<file path="src/hw/rtl/shad_pkg.sv">
// Shared types, codes and constants for the six-axis HID report decoder.
// Used by every module but shad_fifo; depends on nothing else.

package shad_pkg;

    localparam int WORDS               = 6;
    localparam int WORD_W              = 16;
    localparam int CFG_W               = 6;
    localparam int MASK_W              = 32;
    localparam int POS_W               = $clog2(MASK_W);
    localparam int DEF_KEY_SLOTS       = 6;
    localparam int DEF_MAX_BUTTON_BITS = 32;
    localparam int JOB_DEPTH           = 2;
    localparam int RES_DEPTH           = 2;

    localparam logic [7:0] ID_MOTION = 8'h01;
    localparam logic [7:0] ID_ROTATE = 8'h02;
    localparam logic [7:0] ID_BITS   = 8'h03;
    localparam logic [7:0] ID_DUAL   = 8'h16;
    localparam logic [7:0] ID_KEYS   = 8'h1c;
    localparam logic [7:0] ID_HELD   = 8'h1d;

    localparam logic [CFG_W-1:0]  BITS_IN_USE_RESET = 6'd16;
    localparam logic [WORD_W-1:0] KEY_CODE_MIN      = 16'd32;

    typedef logic [WORD_W-1:0] word_t;

    typedef enum logic [1:0] {
        KIND_TRANSLATE = 2'd0,
        KIND_ROTATE    = 2'd1,
        KIND_BUTTON    = 2'd2
    } event_kind_t;

    typedef enum logic [2:0] {
        JOB_MOTION,
        JOB_ROTATE,
        JOB_BITS,
        JOB_KEYS,
        JOB_HELD
    } job_kind_t;

    // One classified report: which positions give events, and the words they need.
    typedef struct packed {
        job_kind_t              kind;
        logic [MASK_W-1:0]      mask;
        word_t [WORDS-1:0]      w;
        word_t [WORDS-1:0]      p;
    } job_t;

    typedef struct packed {
        event_kind_t        kind;
        logic signed [15:0] x;
        logic signed [15:0] y;
        logic signed [15:0] z;
        word_t              button;
        logic               pressed;
        logic               last;
    } res_t;

endpackage

</file>
<file path="src/hw/rtl/six_axis_hid_report_decoder.sv">
// Top level of the six-axis HID report decoder: front end, job queue,
// back end sequencer and result queue. Uses shad_pkg and all shad_ modules.
//
//   channel   handshake            payload
//   -------   ------------------   ------------------------------------------
//   reports   push / full          report_id, long_report, word_0 .. word_5
//   events    pop / empty          event_kind, axis_x/y/z, button, pressed, last
//   config    cfg_valid/cfg_ready  cfg_data (bits_in_use)
//
// A report is classified in the cycle it is taken; a known one is queued as
// one job. The back end loads one job, then walks its event positions up to
// its last event: up to 32 positions for a bitwise report, up to 2*KEY_SLOTS
// for key codes, 1 to 2 for axis reports, up to 2 for held-key reports, and
// none for a report that gives no events.
// Reset clears all button state and sets bits_in_use to 16; no clearing pass.
// A full result queue stalls the back end; a full job queue raises full.

module six_axis_hid_report_decoder #(
    parameter int KEY_SLOTS       = shad_pkg::DEF_KEY_SLOTS,
    parameter int MAX_BUTTON_BITS = shad_pkg::DEF_MAX_BUTTON_BITS
) (
    input  logic                       clk,
    input  logic                       rst_n,
    input  logic                       push,
    output logic                       full,
    input  logic [7:0]                 report_id,
    input  logic                       long_report,
    input  logic [15:0]                word_0,
    input  logic [15:0]                word_1,
    input  logic [15:0]                word_2,
    input  logic [15:0]                word_3,
    input  logic [15:0]                word_4,
    input  logic [15:0]                word_5,
    output logic                       empty,
    input  logic                       pop,
    output logic [1:0]                 event_kind,
    output logic signed [15:0]         axis_x,
    output logic signed [15:0]         axis_y,
    output logic signed [15:0]         axis_z,
    output logic [15:0]                button,
    output logic                       pressed,
    output logic                       last,
    input  logic                       cfg_valid,
    output logic                       cfg_ready,
    input  logic [shad_pkg::CFG_W-1:0] cfg_data
);

    import shad_pkg::*;

    word_t [WORDS-1:0] words;
    job_t              job_in, job_head;
    logic              job_push, job_full, job_pop, job_empty;
    res_t              res_in, res_head;
    logic              res_push, res_full;

    assign words = {word_5, word_4, word_3, word_2, word_1, word_0};

    shad_front #(
        .KEY_SLOTS       (KEY_SLOTS),
        .MAX_BUTTON_BITS (MAX_BUTTON_BITS)
    ) u_front (
        .clk         (clk),
        .rst_n       (rst_n),
        .push        (push),
        .full        (full),
        .report_id   (report_id),
        .long_report (long_report),
        .words       (words),
        .cfg_valid   (cfg_valid),
        .cfg_ready   (cfg_ready),
        .cfg_data    (cfg_data),
        .job_push    (job_push),
        .job         (job_in),
        .job_full    (job_full)
    );

    shad_fifo #(
        .T     (job_t),
        .DEPTH (JOB_DEPTH)
    ) u_job_q (
        .clk     (clk),
        .rst_n   (rst_n),
        .wr_en   (job_push),
        .wr_data (job_in),
        .full    (job_full),
        .rd_en   (job_pop),
        .rd_data (job_head),
        .empty   (job_empty)
    );

    shad_back #(
        .KEY_SLOTS (KEY_SLOTS)
    ) u_back (
        .clk       (clk),
        .rst_n     (rst_n),
        .job_head  (job_head),
        .job_empty (job_empty),
        .job_pop   (job_pop),
        .res_push  (res_push),
        .res       (res_in),
        .res_full  (res_full)
    );

    shad_fifo #(
        .T     (res_t),
        .DEPTH (RES_DEPTH)
    ) u_res_q (
        .clk     (clk),
        .rst_n   (rst_n),
        .wr_en   (res_push),
        .wr_data (res_in),
        .full    (res_full),
        .rd_en   (pop),
        .rd_data (res_head),
        .empty   (empty)
    );

    assign event_kind = res_head.kind;
    assign axis_x     = res_head.x;
    assign axis_y     = res_head.y;
    assign axis_z     = res_head.z;
    assign button     = res_head.button;
    assign pressed    = res_head.pressed;
    assign last       = res_head.last;

endmodule

</file>
<file path="src/hw/rtl/shad_fifo.sv">
// Small register queue of any payload type.
// Depends on nothing; used for the job queue and the result queue.

module shad_fifo #(
    parameter type T     = logic,
    parameter int  DEPTH = 2
) (
    input  logic clk,
    input  logic rst_n,
    input  logic wr_en,
    input  T     wr_data,
    output logic full,
    input  logic rd_en,
    output T     rd_data,
    output logic empty
);

    localparam int AW = (DEPTH > 1) ? $clog2(DEPTH) : 1;
    localparam int CW = $clog2(DEPTH + 1);

    T                mem [DEPTH];
    logic [AW-1:0]   wr_ptr_reg, wr_ptr_next;
    logic [AW-1:0]   rd_ptr_reg, rd_ptr_next;
    logic [CW-1:0]   count_reg, count_next;
    logic            do_wr, do_rd;

    assign full    = (count_reg == CW'(DEPTH));
    assign empty   = (count_reg == '0);
    assign do_wr   = wr_en && !full;
    assign do_rd   = rd_en && !empty;
    assign rd_data = mem[rd_ptr_reg];

    always_comb
    begin
        wr_ptr_next = wr_ptr_reg;
        rd_ptr_next = rd_ptr_reg;
        count_next  = count_reg;
        if (do_wr)
        begin
            wr_ptr_next = (wr_ptr_reg == AW'(DEPTH - 1)) ? '0 : wr_ptr_reg + 1'b1;
        end
        if (do_rd)
        begin
            rd_ptr_next = (rd_ptr_reg == AW'(DEPTH - 1)) ? '0 : rd_ptr_reg + 1'b1;
        end
        if (do_wr && !do_rd)
        begin
            count_next = count_reg + 1'b1;
        end
        else if (do_rd && !do_wr)
        begin
            count_next = count_reg - 1'b1;
        end
    end

    always_ff @(posedge clk or negedge rst_n)
    begin
        if (!rst_n)
        begin
            wr_ptr_reg <= '0;
            rd_ptr_reg <= '0;
            count_reg  <= '0;
        end
        else
        begin
            wr_ptr_reg <= wr_ptr_next;
            rd_ptr_reg <= rd_ptr_next;
            count_reg  <= count_next;
        end
    end

    always_ff @(posedge clk)
    begin
        if (do_wr)
        begin
            mem[wr_ptr_reg] <= wr_data;
        end
    end

endmodule

</file>
<file path="src/hw/rtl/shad_front.sv">
// Front end: accepts reports, classifies them, keeps the button state and
// the bits_in_use register, and builds one job per known report. Uses shad_pkg.

module shad_front #(
    parameter int KEY_SLOTS       = shad_pkg::DEF_KEY_SLOTS,
    parameter int MAX_BUTTON_BITS = shad_pkg::DEF_MAX_BUTTON_BITS
) (
    input  logic                              clk,
    input  logic                              rst_n,
    input  logic                              push,
    output logic                              full,
    input  logic [7:0]                        report_id,
    input  logic                              long_report,
    input  shad_pkg::word_t [shad_pkg::WORDS-1:0] words,
    input  logic                              cfg_valid,
    output logic                              cfg_ready,
    input  logic [shad_pkg::CFG_W-1:0]        cfg_data,
    output logic                              job_push,
    output shad_pkg::job_t                    job,
    input  logic                              job_full
);

    import shad_pkg::*;

    logic [CFG_W-1:0]  bits_in_use_reg, bits_in_use_next;
    logic [MASK_W-1:0] prev_button_reg, prev_button_next;
    logic [MASK_W-1:0] prev_dual_reg, prev_dual_next;
    word_t             prev_key_reg [KEY_SLOTS];
    word_t             prev_key_next [KEY_SLOTS];
    word_t             prev_held_reg, prev_held_next;

    logic              accept;
    logic              known;
    logic [CFG_W-1:0]  count;
    logic [MASK_W-1:0] now_bits;
    logic [MASK_W-1:0] use_mask;
    logic [MASK_W-1:0] full_mask;
    word_t [WORDS-1:0] now_keys;
    word_t [WORDS-1:0] old_keys;
    logic              found;

    assign full      = job_full;
    assign accept    = push && !job_full;
    assign cfg_ready = 1'b1;
    assign job_push  = accept && known;
    assign now_bits  = {words[1], words[0]};

    always_comb
    begin
        count = (bits_in_use_reg > CFG_W'(MAX_BUTTON_BITS)) ?
                CFG_W'(MAX_BUTTON_BITS) : bits_in_use_reg;
        for (int i = 0; i < MASK_W; i++)
        begin
            use_mask[i]  = (CFG_W'(i) < count);
            full_mask[i] = (i < MAX_BUTTON_BITS);
        end
        for (int i = 0; i < WORDS; i++)
        begin
            now_keys[i] = '0;
            old_keys[i] = '0;
        end
        for (int i = 0; i < KEY_SLOTS; i++)
        begin
            now_keys[i] = (words[i] <= KEY_CODE_MIN) ? '0 : words[i];
            old_keys[i] = prev_key_reg[i];
        end
    end

    // Classify and build the job.
    always_comb
    begin
        known    = 1'b1;
        job.kind = JOB_MOTION;
        job.mask = '0;
        job.w    = words;
        job.p    = '0;
        found    = 1'b0;
        unique case (report_id)
            ID_MOTION:
            begin
                job.kind    = JOB_MOTION;
                job.mask[0] = 1'b1;
                job.mask[1] = long_report;
            end
            ID_ROTATE:
            begin
                job.kind    = JOB_ROTATE;
                job.mask[0] = 1'b1;
            end
            ID_BITS:
            begin
                job.kind = JOB_BITS;
                job.mask = (prev_button_reg ^ now_bits) & use_mask;
            end
            ID_DUAL:
            begin
                job.kind = JOB_BITS;
                job.mask = (prev_dual_reg ^ now_bits) & full_mask;
            end
            ID_KEYS:
            begin
                job.kind = JOB_KEYS;
                job.w    = now_keys;
                job.p    = old_keys;
                for (int i = 0; i < KEY_SLOTS; i++)
                begin
                    // down: new code not among the stored codes
                    found = 1'b0;
                    for (int j = 0; j < KEY_SLOTS; j++)
                    begin
                        found = found || (old_keys[j] == now_keys[i]);
                    end
                    job.mask[i] = (now_keys[i] != '0) && !found;
                    // up: stored code gone from the new codes
                    found = 1'b0;
                    for (int j = 0; j < KEY_SLOTS; j++)
                    begin
                        found = found || (now_keys[j] == old_keys[i]);
                    end
                    job.mask[KEY_SLOTS + i] = (old_keys[i] != '0) && !found;
                end
            end
            ID_HELD:
            begin
                job.kind    = JOB_HELD;
                job.p[0]    = prev_held_reg;
                job.mask[0] = (prev_held_reg != '0) && (words[0] != prev_held_reg);
                job.mask[1] = (words[0] != '0);
            end
            default:
            begin
                known = 1'b0;
            end
        endcase
    end

    // State updates.
    always_comb
    begin
        bits_in_use_next = bits_in_use_reg;
        prev_button_next = prev_button_reg;
        prev_dual_next   = prev_dual_reg;
        prev_held_next   = prev_held_reg;
        for (int i = 0; i < KEY_SLOTS; i++)
        begin
            prev_key_next[i] = prev_key_reg[i];
        end
        if (cfg_valid)
        begin
            bits_in_use_next = cfg_data;
        end
        if (accept)
        begin
            unique case (report_id)
                ID_BITS:
                begin
                    prev_button_next = now_bits;
                end
                ID_DUAL:
                begin
                    prev_dual_next = now_bits;
                end
                ID_KEYS:
                begin
                    for (int i = 0; i < KEY_SLOTS; i++)
                    begin
                        prev_key_next[i] = now_keys[i];
                    end
                end
                ID_HELD:
                begin
                    prev_held_next = words[0];
                end
                default:
                begin
                    prev_held_next = prev_held_reg;
                end
            endcase
        end
    end

    always_ff @(posedge clk or negedge rst_n)
    begin
        if (!rst_n)
        begin
            bits_in_use_reg <= BITS_IN_USE_RESET;
            prev_button_reg <= '0;
            prev_dual_reg   <= '0;
            prev_held_reg   <= '0;
            for (int i = 0; i < KEY_SLOTS; i++)
            begin
                prev_key_reg[i] <= '0;
            end
        end
        else
        begin
            bits_in_use_reg <= bits_in_use_next;
            prev_button_reg <= prev_button_next;
            prev_dual_reg   <= prev_dual_next;
            prev_held_reg   <= prev_held_next;
            for (int i = 0; i < KEY_SLOTS; i++)
            begin
                prev_key_reg[i] <= prev_key_next[i];
            end
        end
    end

endmodule

</file>
<file path="src/hw/rtl/shad_back.sv">
// Back end: takes one job at a time and walks its event positions, one a cycle unless
// a full result queue stalls it, pushing an event for each set mask bit. Uses shad_pkg.

module shad_back #(
    parameter int KEY_SLOTS = shad_pkg::DEF_KEY_SLOTS
) (
    input  logic           clk,
    input  logic           rst_n,
    input  shad_pkg::job_t job_head,
    input  logic           job_empty,
    output logic           job_pop,
    output logic           res_push,
    output shad_pkg::res_t res,
    input  logic           res_full
);

    import shad_pkg::*;

    job_t              job_reg, job_next;
    logic [MASK_W-1:0] mask_reg, mask_next;
    logic [POS_W-1:0]  pos_reg, pos_next;
    logic              busy;
    logic              stall;
    logic [MASK_W-1:0] now_bits;

    assign busy     = (mask_reg != '0);
    assign job_pop  = !busy && !job_empty;
    assign stall    = mask_reg[0] && res_full;
    assign res_push = mask_reg[0] && !res_full;
    assign now_bits = {job_reg.w[1], job_reg.w[0]};

    always_comb
    begin
        job_next  = job_reg;
        mask_next = mask_reg;
        pos_next  = pos_reg;
        if (job_pop)
        begin
            job_next  = job_head;
            mask_next = job_head.mask;
            pos_next  = '0;
        end
        else if (busy && !stall)
        begin
            mask_next = mask_reg >> 1;
            pos_next  = pos_reg + 1'b1;
        end
    end

    // Event at the current position.
    always_comb
    begin
        res.kind    = KIND_BUTTON;
        res.x       = '0;
        res.y       = '0;
        res.z       = '0;
        res.button  = '0;
        res.pressed = 1'b0;
        res.last    = (mask_reg[MASK_W-1:1] == '0);
        unique case (job_reg.kind)
            JOB_MOTION, JOB_ROTATE:
            begin
                if (job_reg.kind == JOB_MOTION && pos_reg == '0)
                begin
                    res.kind = KIND_TRANSLATE;
                    res.x    = job_reg.w[0];
                    res.y    = 16'd0 - job_reg.w[2];
                    res.z    = job_reg.w[1];
                end
                else if (job_reg.kind == JOB_MOTION)
                begin
                    res.kind = KIND_ROTATE;
                    res.x    = job_reg.w[3];
                    res.y    = 16'd0 - job_reg.w[5];
                    res.z    = job_reg.w[4];
                end
                else
                begin
                    res.kind = KIND_ROTATE;
                    res.x    = job_reg.w[0];
                    res.y    = 16'd0 - job_reg.w[2];
                    res.z    = job_reg.w[1];
                end
            end
            JOB_BITS:
            begin
                res.button  = WORD_W'(pos_reg) + 1'b1;
                res.pressed = now_bits[pos_reg];
            end
            JOB_KEYS:
            begin
                // down positions first, then up positions
                for (int k = 0; k < KEY_SLOTS; k++)
                begin
                    if (pos_reg == POS_W'(k))
                    begin
                        res.button  = job_reg.w[k];
                        res.pressed = 1'b1;
                    end
                    if (pos_reg == POS_W'(KEY_SLOTS + k))
                    begin
                        res.button  = job_reg.p[k];
                        res.pressed = 1'b0;
                    end
                end
            end
            JOB_HELD:
            begin
                if (pos_reg == '0)
                begin
                    res.button  = job_reg.p[0];
                    res.pressed = 1'b0;
                end
                else
                begin
                    res.button  = job_reg.w[0];
                    res.pressed = 1'b1;
                end
            end
            default:
            begin
                res.kind = KIND_BUTTON;
            end
        endcase
    end

    always_ff @(posedge clk or negedge rst_n)
    begin
        if (!rst_n)
        begin
            mask_reg <= '0;
            pos_reg  <= '0;
        end
        else
        begin
            mask_reg <= mask_next;
            pos_reg  <= pos_next;
        end
    end

    always_ff @(posedge clk)
    begin
        job_reg <= job_next;
    end

endmodule

</file>
<file path="config.mk">
export PLATFORM = sky130hd
export DESIGN_NAME = six_axis_hid_report_decoder
export DESIGN_NICKNAME = d
export VERILOG_FILES = /design/src/hw/rtl/shad_pkg.sv /design/src/hw/rtl/six_axis_hid_report_decoder.sv /design/src/hw/rtl/shad_fifo.sv /design/src/hw/rtl/shad_front.sv /design/src/hw/rtl/shad_back.sv
export SDC_FILE = /design/constraint.sdc
export NUM_CORES = 2
export LEC_CHECK = 0
export BUFFER_PORTS_ARGS = -buffer_cell sky130_fd_sc_hd__buf_2
export CORE_MARGIN = 2
export CORE_UTILIZATION = 25
export DETAILED_ROUTE_END_ITERATION = 8
export PLACE_DENSITY_LB_ADDON = 0.2
export SYNTH_ARGS = -nofsm -noshare
export SYNTH_HDL_FRONTEND = slang
export SYNTH_SLANG_ARGS = --single-unit
</file>
<file path="constraint.sdc">
create_clock -name clk -period 31.9 [get_ports clk]
set_clock_uncertainty 0.05 [all_clocks]
set_input_delay 4.785 -clock clk [delete_from_list [all_inputs] [get_ports clk]]
set_output_delay 4.785 -clock clk [all_outputs]
set_load 0.02 [all_outputs]
</file>
Yosys cells after proc, flatten, opt, wreduce, memory -nomap -nowiden
Memories as Yosys holds them, arrays and structs flattened.
Index checks and enable logic that the tools add are counted.
Storage, ports and cells
  register bits after elaboration: 422
  RAM bits: 590
  output and inout port bits: 71
  logic and storage cells: 376
  memories: 2
Memory list
  u_job_q.mem: depth 2, bits a word 227, read ports 1, clocked after memory_dff 0, write ports 1, line shad_fifo.sv:21  | T mem [DEPTH];
  u_res_q.mem: depth 2, bits a word 68, read ports 1, clocked after memory_dff 0, write ports 1, line shad_fifo.sv:21
Cells by class
  $add $sub $neg: 12
  $lt $le $gt $ge: 40
  equal/unequal tests: 96
  multiplexer cells: 51
  bitwise operators: 3
  reductions and logical operators: 141
Operators by type and width (count)
  == test 16 bit: 72
  nonzero test 16 bit: 14
  2-to-1 mux 17 bit: 13
  2-to-1 mux 176 bit: 1
  <= comparator 16 x 6 -> 1 bit, second input constant: 6
  < comparator 5 x 6 -> 1 bit, first input constant: 16
  2-to-1 mux 16 bit: 6
  2-to-1 mux 48 bit: 2
  2-to-1 mux 32 bit: 2
  bitwise XOR 32 bit: 2
  logical OR 1 bit: 60
  one-hot mux 17 bit (3 select lines): 1
  2-to-1 mux 49 bit: 1
  < comparator 4 x 6 -> 1 bit, first input constant: 8
  one-hot mux 20 bit (2 select lines): 1
  bitwise AND 32 bit: 1
  one-hot mux 16 bit (2 select lines): 1
  nonzero test 32 bit: 1
  subtractor 1 x 16 -> 16 bit, first input constant: 2
  logical NOT 31 bit: 1
  one-hot mux 10 bit (3 select lines): 1
  logical AND 1 bit: 28
  == test 8 x 5 -> 1 bit, second input constant: 3
  < comparator 3 x 6 -> 1 bit, first input constant: 4
  35 further kinds: 96

Depth between registers and ports, before layout
  depth in word-level cells: 14
  gate-level depth with buffers: 13
  gate-level depth less buffers: 10

Modules after synthesis
From an unflattened synthesis, not the netlist that was laid out.
Second synthesis, totals
  cell total of the unflattened synthesis: 4461
  area total of the unflattened synthesis: 52431.5 um^2
By module, submodules not included
  shad_front: times used 1, cells an instance 2432, area an instance 19128.3 um^2, sequential area each 4555.6 um^2
  shad_fifo (u_job_q): times used 1, cells an instance 725, area an instance 16663.5 um^2, sequential area each 13733.2 um^2
  shad_back: times used 1, cells an instance 1073, area an instance 11493.5 um^2, sequential area each 6781.5 um^2
  shad_fifo (u_res_q): times used 1, cells an instance 231, area an instance 5146.2 um^2, sequential area each 4184.0 um^2

Least setup slack after synthesis
No wires, ideal clock.
  path kind: input port to flip-flop
  start: in report_id[5]
  end: mem u_job_q.mem[0][0] in the netlist's numbering, enable pin
  setup time: 1371 ps
  arrival: 26694 ps
  required time: 30479 ps
  setup slack: 3785 ps
  stages on the path: 3
  path buffers: 1
  cells stage by stage: or3_1 -> clkbuf_1 -> nor4_1
Between the ends
  word-level cells in the longest chain between the ends: 7
Ends and longest elaborated chain
  start: declaration: line six_axis_hid_report_decoder.sv:26  | input logic [7:0] report_id,
  == test 8 x 2 -> 1 bit (tied with other cells): line shad_front.sv:78  | unique case (report_id)
  OR reduction 6 bit (no line) (*)
  2-to-1 mux 1 bit (*): line shad_front.sv:78
  logical AND 1 bit (*): line shad_front.sv:45  | assign job_push = accept && known;
  logical AND 1 bit (*): line shad_fifo.sv:29  | assign do_wr = wr_en && !full;
  2-to-1 mux 1 bit (*): line shad_fifo.sv:74  | if (do_wr)
  2-to-1 mux 1 bit (implied by the code) (*): line shad_fifo.sv:76  | mem[wr_ptr_reg] <= wr_data;
  end: declaration: line shad_fifo.sv:21
Mark *: on every way between the ends. The rest lies on a longest branch, timed or not.

Worst setup path after layout
  start: in report_id[0]
  end: mem u_job_q.mem[1][174] in the netlist's numbering, enable pin
Between the ends
  word-level cells in the longest chain between the ends: 7
Ends and longest elaborated chain
  == test 8 x 2 -> 1 bit (tied with other cells): line shad_front.sv:78
  OR reduction 6 bit (no line) (*)
  2-to-1 mux 1 bit (*): line shad_front.sv:78
  logical AND 1 bit (*): line shad_front.sv:45
  logical AND 1 bit (*): line shad_fifo.sv:29
  net u_job_q.do_wr: line shad_fifo.sv:25  | logic do_wr, do_rd;
  2-to-1 mux 1 bit (*): line shad_fifo.sv:74
  2-to-1 mux 1 bit (implied by the code) (*): line shad_fifo.sv:76
The timed path passes the listed nets; every way through them passes the cells marked *.

==> results.sh <==
export IMPL_status="completed"
export IMPL_internal_power_uw=2550
export IMPL_synth_area_leaders="edfxtp_1 46%, dfrtp_1 11%, mux2_2 8.8%, xor2_1 3.8%, xnor2_1 3.7%"
export IMPL_min_from="u_front.old_keys[45]$_DFFE_PN0P_"
export IMPL_cp_max_fo=144
export IMPL_synthArstFlopShare_pct=22.4
export IMPL_drtIter0Drc=4603
export IMPL_cts_made_buffers=118
export IMPL_gp_congestion=0.999
export IMPL_p_sw_uw=1080
export IMPL_maxSlewViolCount=0
export IMPL_cp_data_arrival_time_ns=8.39
export IMPL_nNetsFinal=4339
export IMPL_crit_path_start="report_id[0]"
export IMPL_start_util_pct=25.1
export IMPL_die_w_um=455
export IMPL_syn_avg_cell_area_um2=12.0
export IMPL_worstHoldPathType="reg -> reg"
export IMPL_clkLatencyLatePin_ns=0.79
export IMPL_grt_antenna_before_repair=37
export IMPL_final_core_util_pct=28.9
export IMPL_fin_tns_setup_ns=0
export IMPL_path_class="in -> reg"
export IMPL_grt_pass1_wl_mm=317
export IMPL_overflow=0
export IMPL_die_area_um2=207000
export IMPL_syn_inst=4223
export IMPL_critPathLaunchType="input pin"
export IMPL_cts_max_level=3
export IMPL_drive_gt1_share_pct=21.5
export IMPL_tightest_slew_ns=1.32
export IMPL_p_leak_uw=0.0204
export IMPL_ctsHoldBuffers=0
export IMPL_portBuffers=185
export IMPL_clkSlewWorstSetupHoldPaths_ns=0.06
export IMPL_cts_root_buffer="clkbuf_16"
export IMPL_coreArea_um2=202000
export IMPL_wire_per_inst_um=33.7
export IMPL_synth_top_area_share_pct=46.4
export IMPL_post_cts_buffers=0
export IMPL_clock_fmax_mhz=124
export IMPL_synthTopCellsByCount="785 x edfxtp_1, 395 x mux2_2, 346 x clkbuf_1"
export IMPL_finalCriticalPeriod_ns=8.07
export IMPL_grt_setup_unrepaired="no"
export IMPL_yosys_warnings=0
export IMPL_syn_nets=4347
export IMPL_via_count=37300
export IMPL_cts_resized=0
export IMPL_reg2reg_slack_ns=26.99
export IMPL_synth_distinct_cells=90
export IMPL_syn2layout_area_growth_pct=15.0
export IMPL_seqPwrFrac_pct=43.9
export IMPL_synth_edf_count=785
export IMPL_io_pins=187
export IMPL_fp_dieH_um=455
export IMPL_cp_end_kind="register"
export IMPL_dpl_hpwl_mm=170
export IMPL_finalWirelength_mm=236
export IMPL_synth_ff_type="edfxtp_1"
export IMPL_clkPwrFrac_pct=37.8
export IMPL_grt_pass1_vias=35400
export IMPL_clock_path_buffers=3
export IMPL_grt_use_total_pct=22.3
export IMPL_fin_crit_sh_pct=25.3
export IMPL_ir_drop_mv=0.0546
export IMPL_ant_nets=0
export IMPL_finalHoldViolations=0
export IMPL_yosysSeqAreaShare_pct=57.6
export IMPL_setup_viol=0
export IMPL_grt_max_degree=151
export IMPL_cts_sink_count=1012
export IMPL_first_pass_iters=8
export IMPL_largest_reg_flops=454
export IMPL_comb_power_share_pct=18.3
export IMPL_row_count=165
export IMPL_synth_top_area_cell="edfxtp_1"
export IMPL_ys_ff_latch=1012
export IMPL_timing_rr_start="u_back.mask_reg[21]$_DFFE_PN0P_"
export IMPL_slew_headroom_pct=11.1
export IMPL_routed_via_density=5.33
export IMPL_switching_share_pct=29.8
export IMPL_max_cap_violations=0
export IMPL_post_synth_top_count_cell="edfxtp_1"
export IMPL_synth_area_um2=50800
export IMPL_required_ns=32.22
export IMPL_cts_tree="yes"
export IMPL_drcViolationCount=0
export IMPL_p_per_area_nw_per_um2=62.1
==> worst max-delay path: stages <==
cell	delay, ns
buf_2	0.10
buf_4	0.25
nor2_1	0.22
o22ai_1	0.09
nor2_1	0.11
nor2_1	0.10
nor3_1	0.38
and2_4	0.70
buf_4	0.65
buf_12	0.60
==> final timing paths <==
| check | depth (start not counted) | end |
|---|---|---|
| max in group asynchronous | 2 | u_front.old_keys[43]$_DFFE_PN0P_ |
| worst min-delay path | 1 | u_front.old_keys[45]$_DFFE_PN0P_ |
| worst min register to register | 1 | u_front.old_keys[45]$_DFFE_PN0P_ |
| worst max-delay path | 10 | u_job_q.mem[1][174]$_DFFE_PP_ |
| min in group asynchronous | 1 | u_res_q.count_reg[0]$_DFFE_PN0P_ |
| worst max register to register | 8 | u_back.job_reg[77]$_DFFE_PP_ |
==> cells in the final DEF, fill, tap and decap left out, types with 13 or more instances in the layout <==
master     instances
nand4_1           60
buf_2            184
xnor2_1          217
nor4_1           106
a21oi_1          164
clkinv_2          15
o21ai_0          126
o32a_1            14
dfrtp_1          224
a22oi_1           33
o22a_1            14
a22o_1            16
mux2_2           395
buf_4            119
nand3_1           60
o22ai_1          132
clkbuf_1          32
edfxtp_1         785
and3_1            14
o31ai_1           16
a31oi_1           20
a2111oi_0         13
and2_1            61
or3_1             25
nand2_1          229
clkinv_1          38
a222oi_1          24
a211oi_1          21
diode_2           16
a221oi_1          50
clkbuf_16        118
inv_1             84
xor2_1           218
or4_1             16
mux2i_1           67
nor3_1            47
nor2_1           263
a21o_1            17
o221ai_1          52
==> metrics by stage <==
stage | area, µm² | hold WS (ns) | total power, µW | std cells | worst slack, ns
CTS | 58400 | 0.459 | 3670 | 6990 | 23.86
global route | 58400 | 0.474 | 3770 | 6993 | 23.59
detailed placement | 54500 | 0.445 | 2290 | 6767 | 23.07
global placement | 54500 | 0.442 | 2290 | 6767 | 22.95
floorplan | 50800 | 0.405 | 2030 | 4223 | 3.79
finish | 58400 | 0.456 | 3630 | 7006 | 23.83
==> layout make-up <==
class,count,area [µm²]
Fill cell,20600,144000
Multi-Input combinational cell,2671,19600
Timing Repair Buffer,307,1890
Antenna cell,16,40.0
Clock buffer,159,3200
Tap cell,2672,3340
Clock inverter,64,691
Inverter,105,402
Sequential cell,1012,29300
==> power groups by stage <==
stage / clock network [µW] / logic (µW) / registers (µW)
2_1_floorplan: 0 / 436 / 1600
3_3_place_gp: 0 / 671 / 1620
3_5_place_dp: 0 / 671 / 1620
4_1_cts: 1400 / 674 / 1590
5_1_grt: 1450 / 716 / 1610
6_report: 1370 / 666 / 1590
==> logic make-up after synthesis <==
group | count (synthesis) | share of synthesized area [%]
flip-flops | 1012 | 57.6
buffers and inverters | 540 | 4.05
AO/OA/AOI/OAI | 801 | 10.8
AND/OR/NAND/NOR | 947 | 9.17
other | 1 | 0.00738
XOR/XNOR | 435 | 7.50
multiplexers | 479 | 10.7
adder cells (fa/ha/maj) | 8 | 0.197
==> layer usage <==
layer  track usage [%]  share of wire [%]  vias to the layer above
met5                 0              0.011                        -
met2              32.4                 42                     1853
met3              4.04                7.0                      437
li1                  -                  -                    15800
met1              31.9                 45                    19200
met4              10.2                5.2                        4
Note: power is estimated with default switching activity, not from simulation.
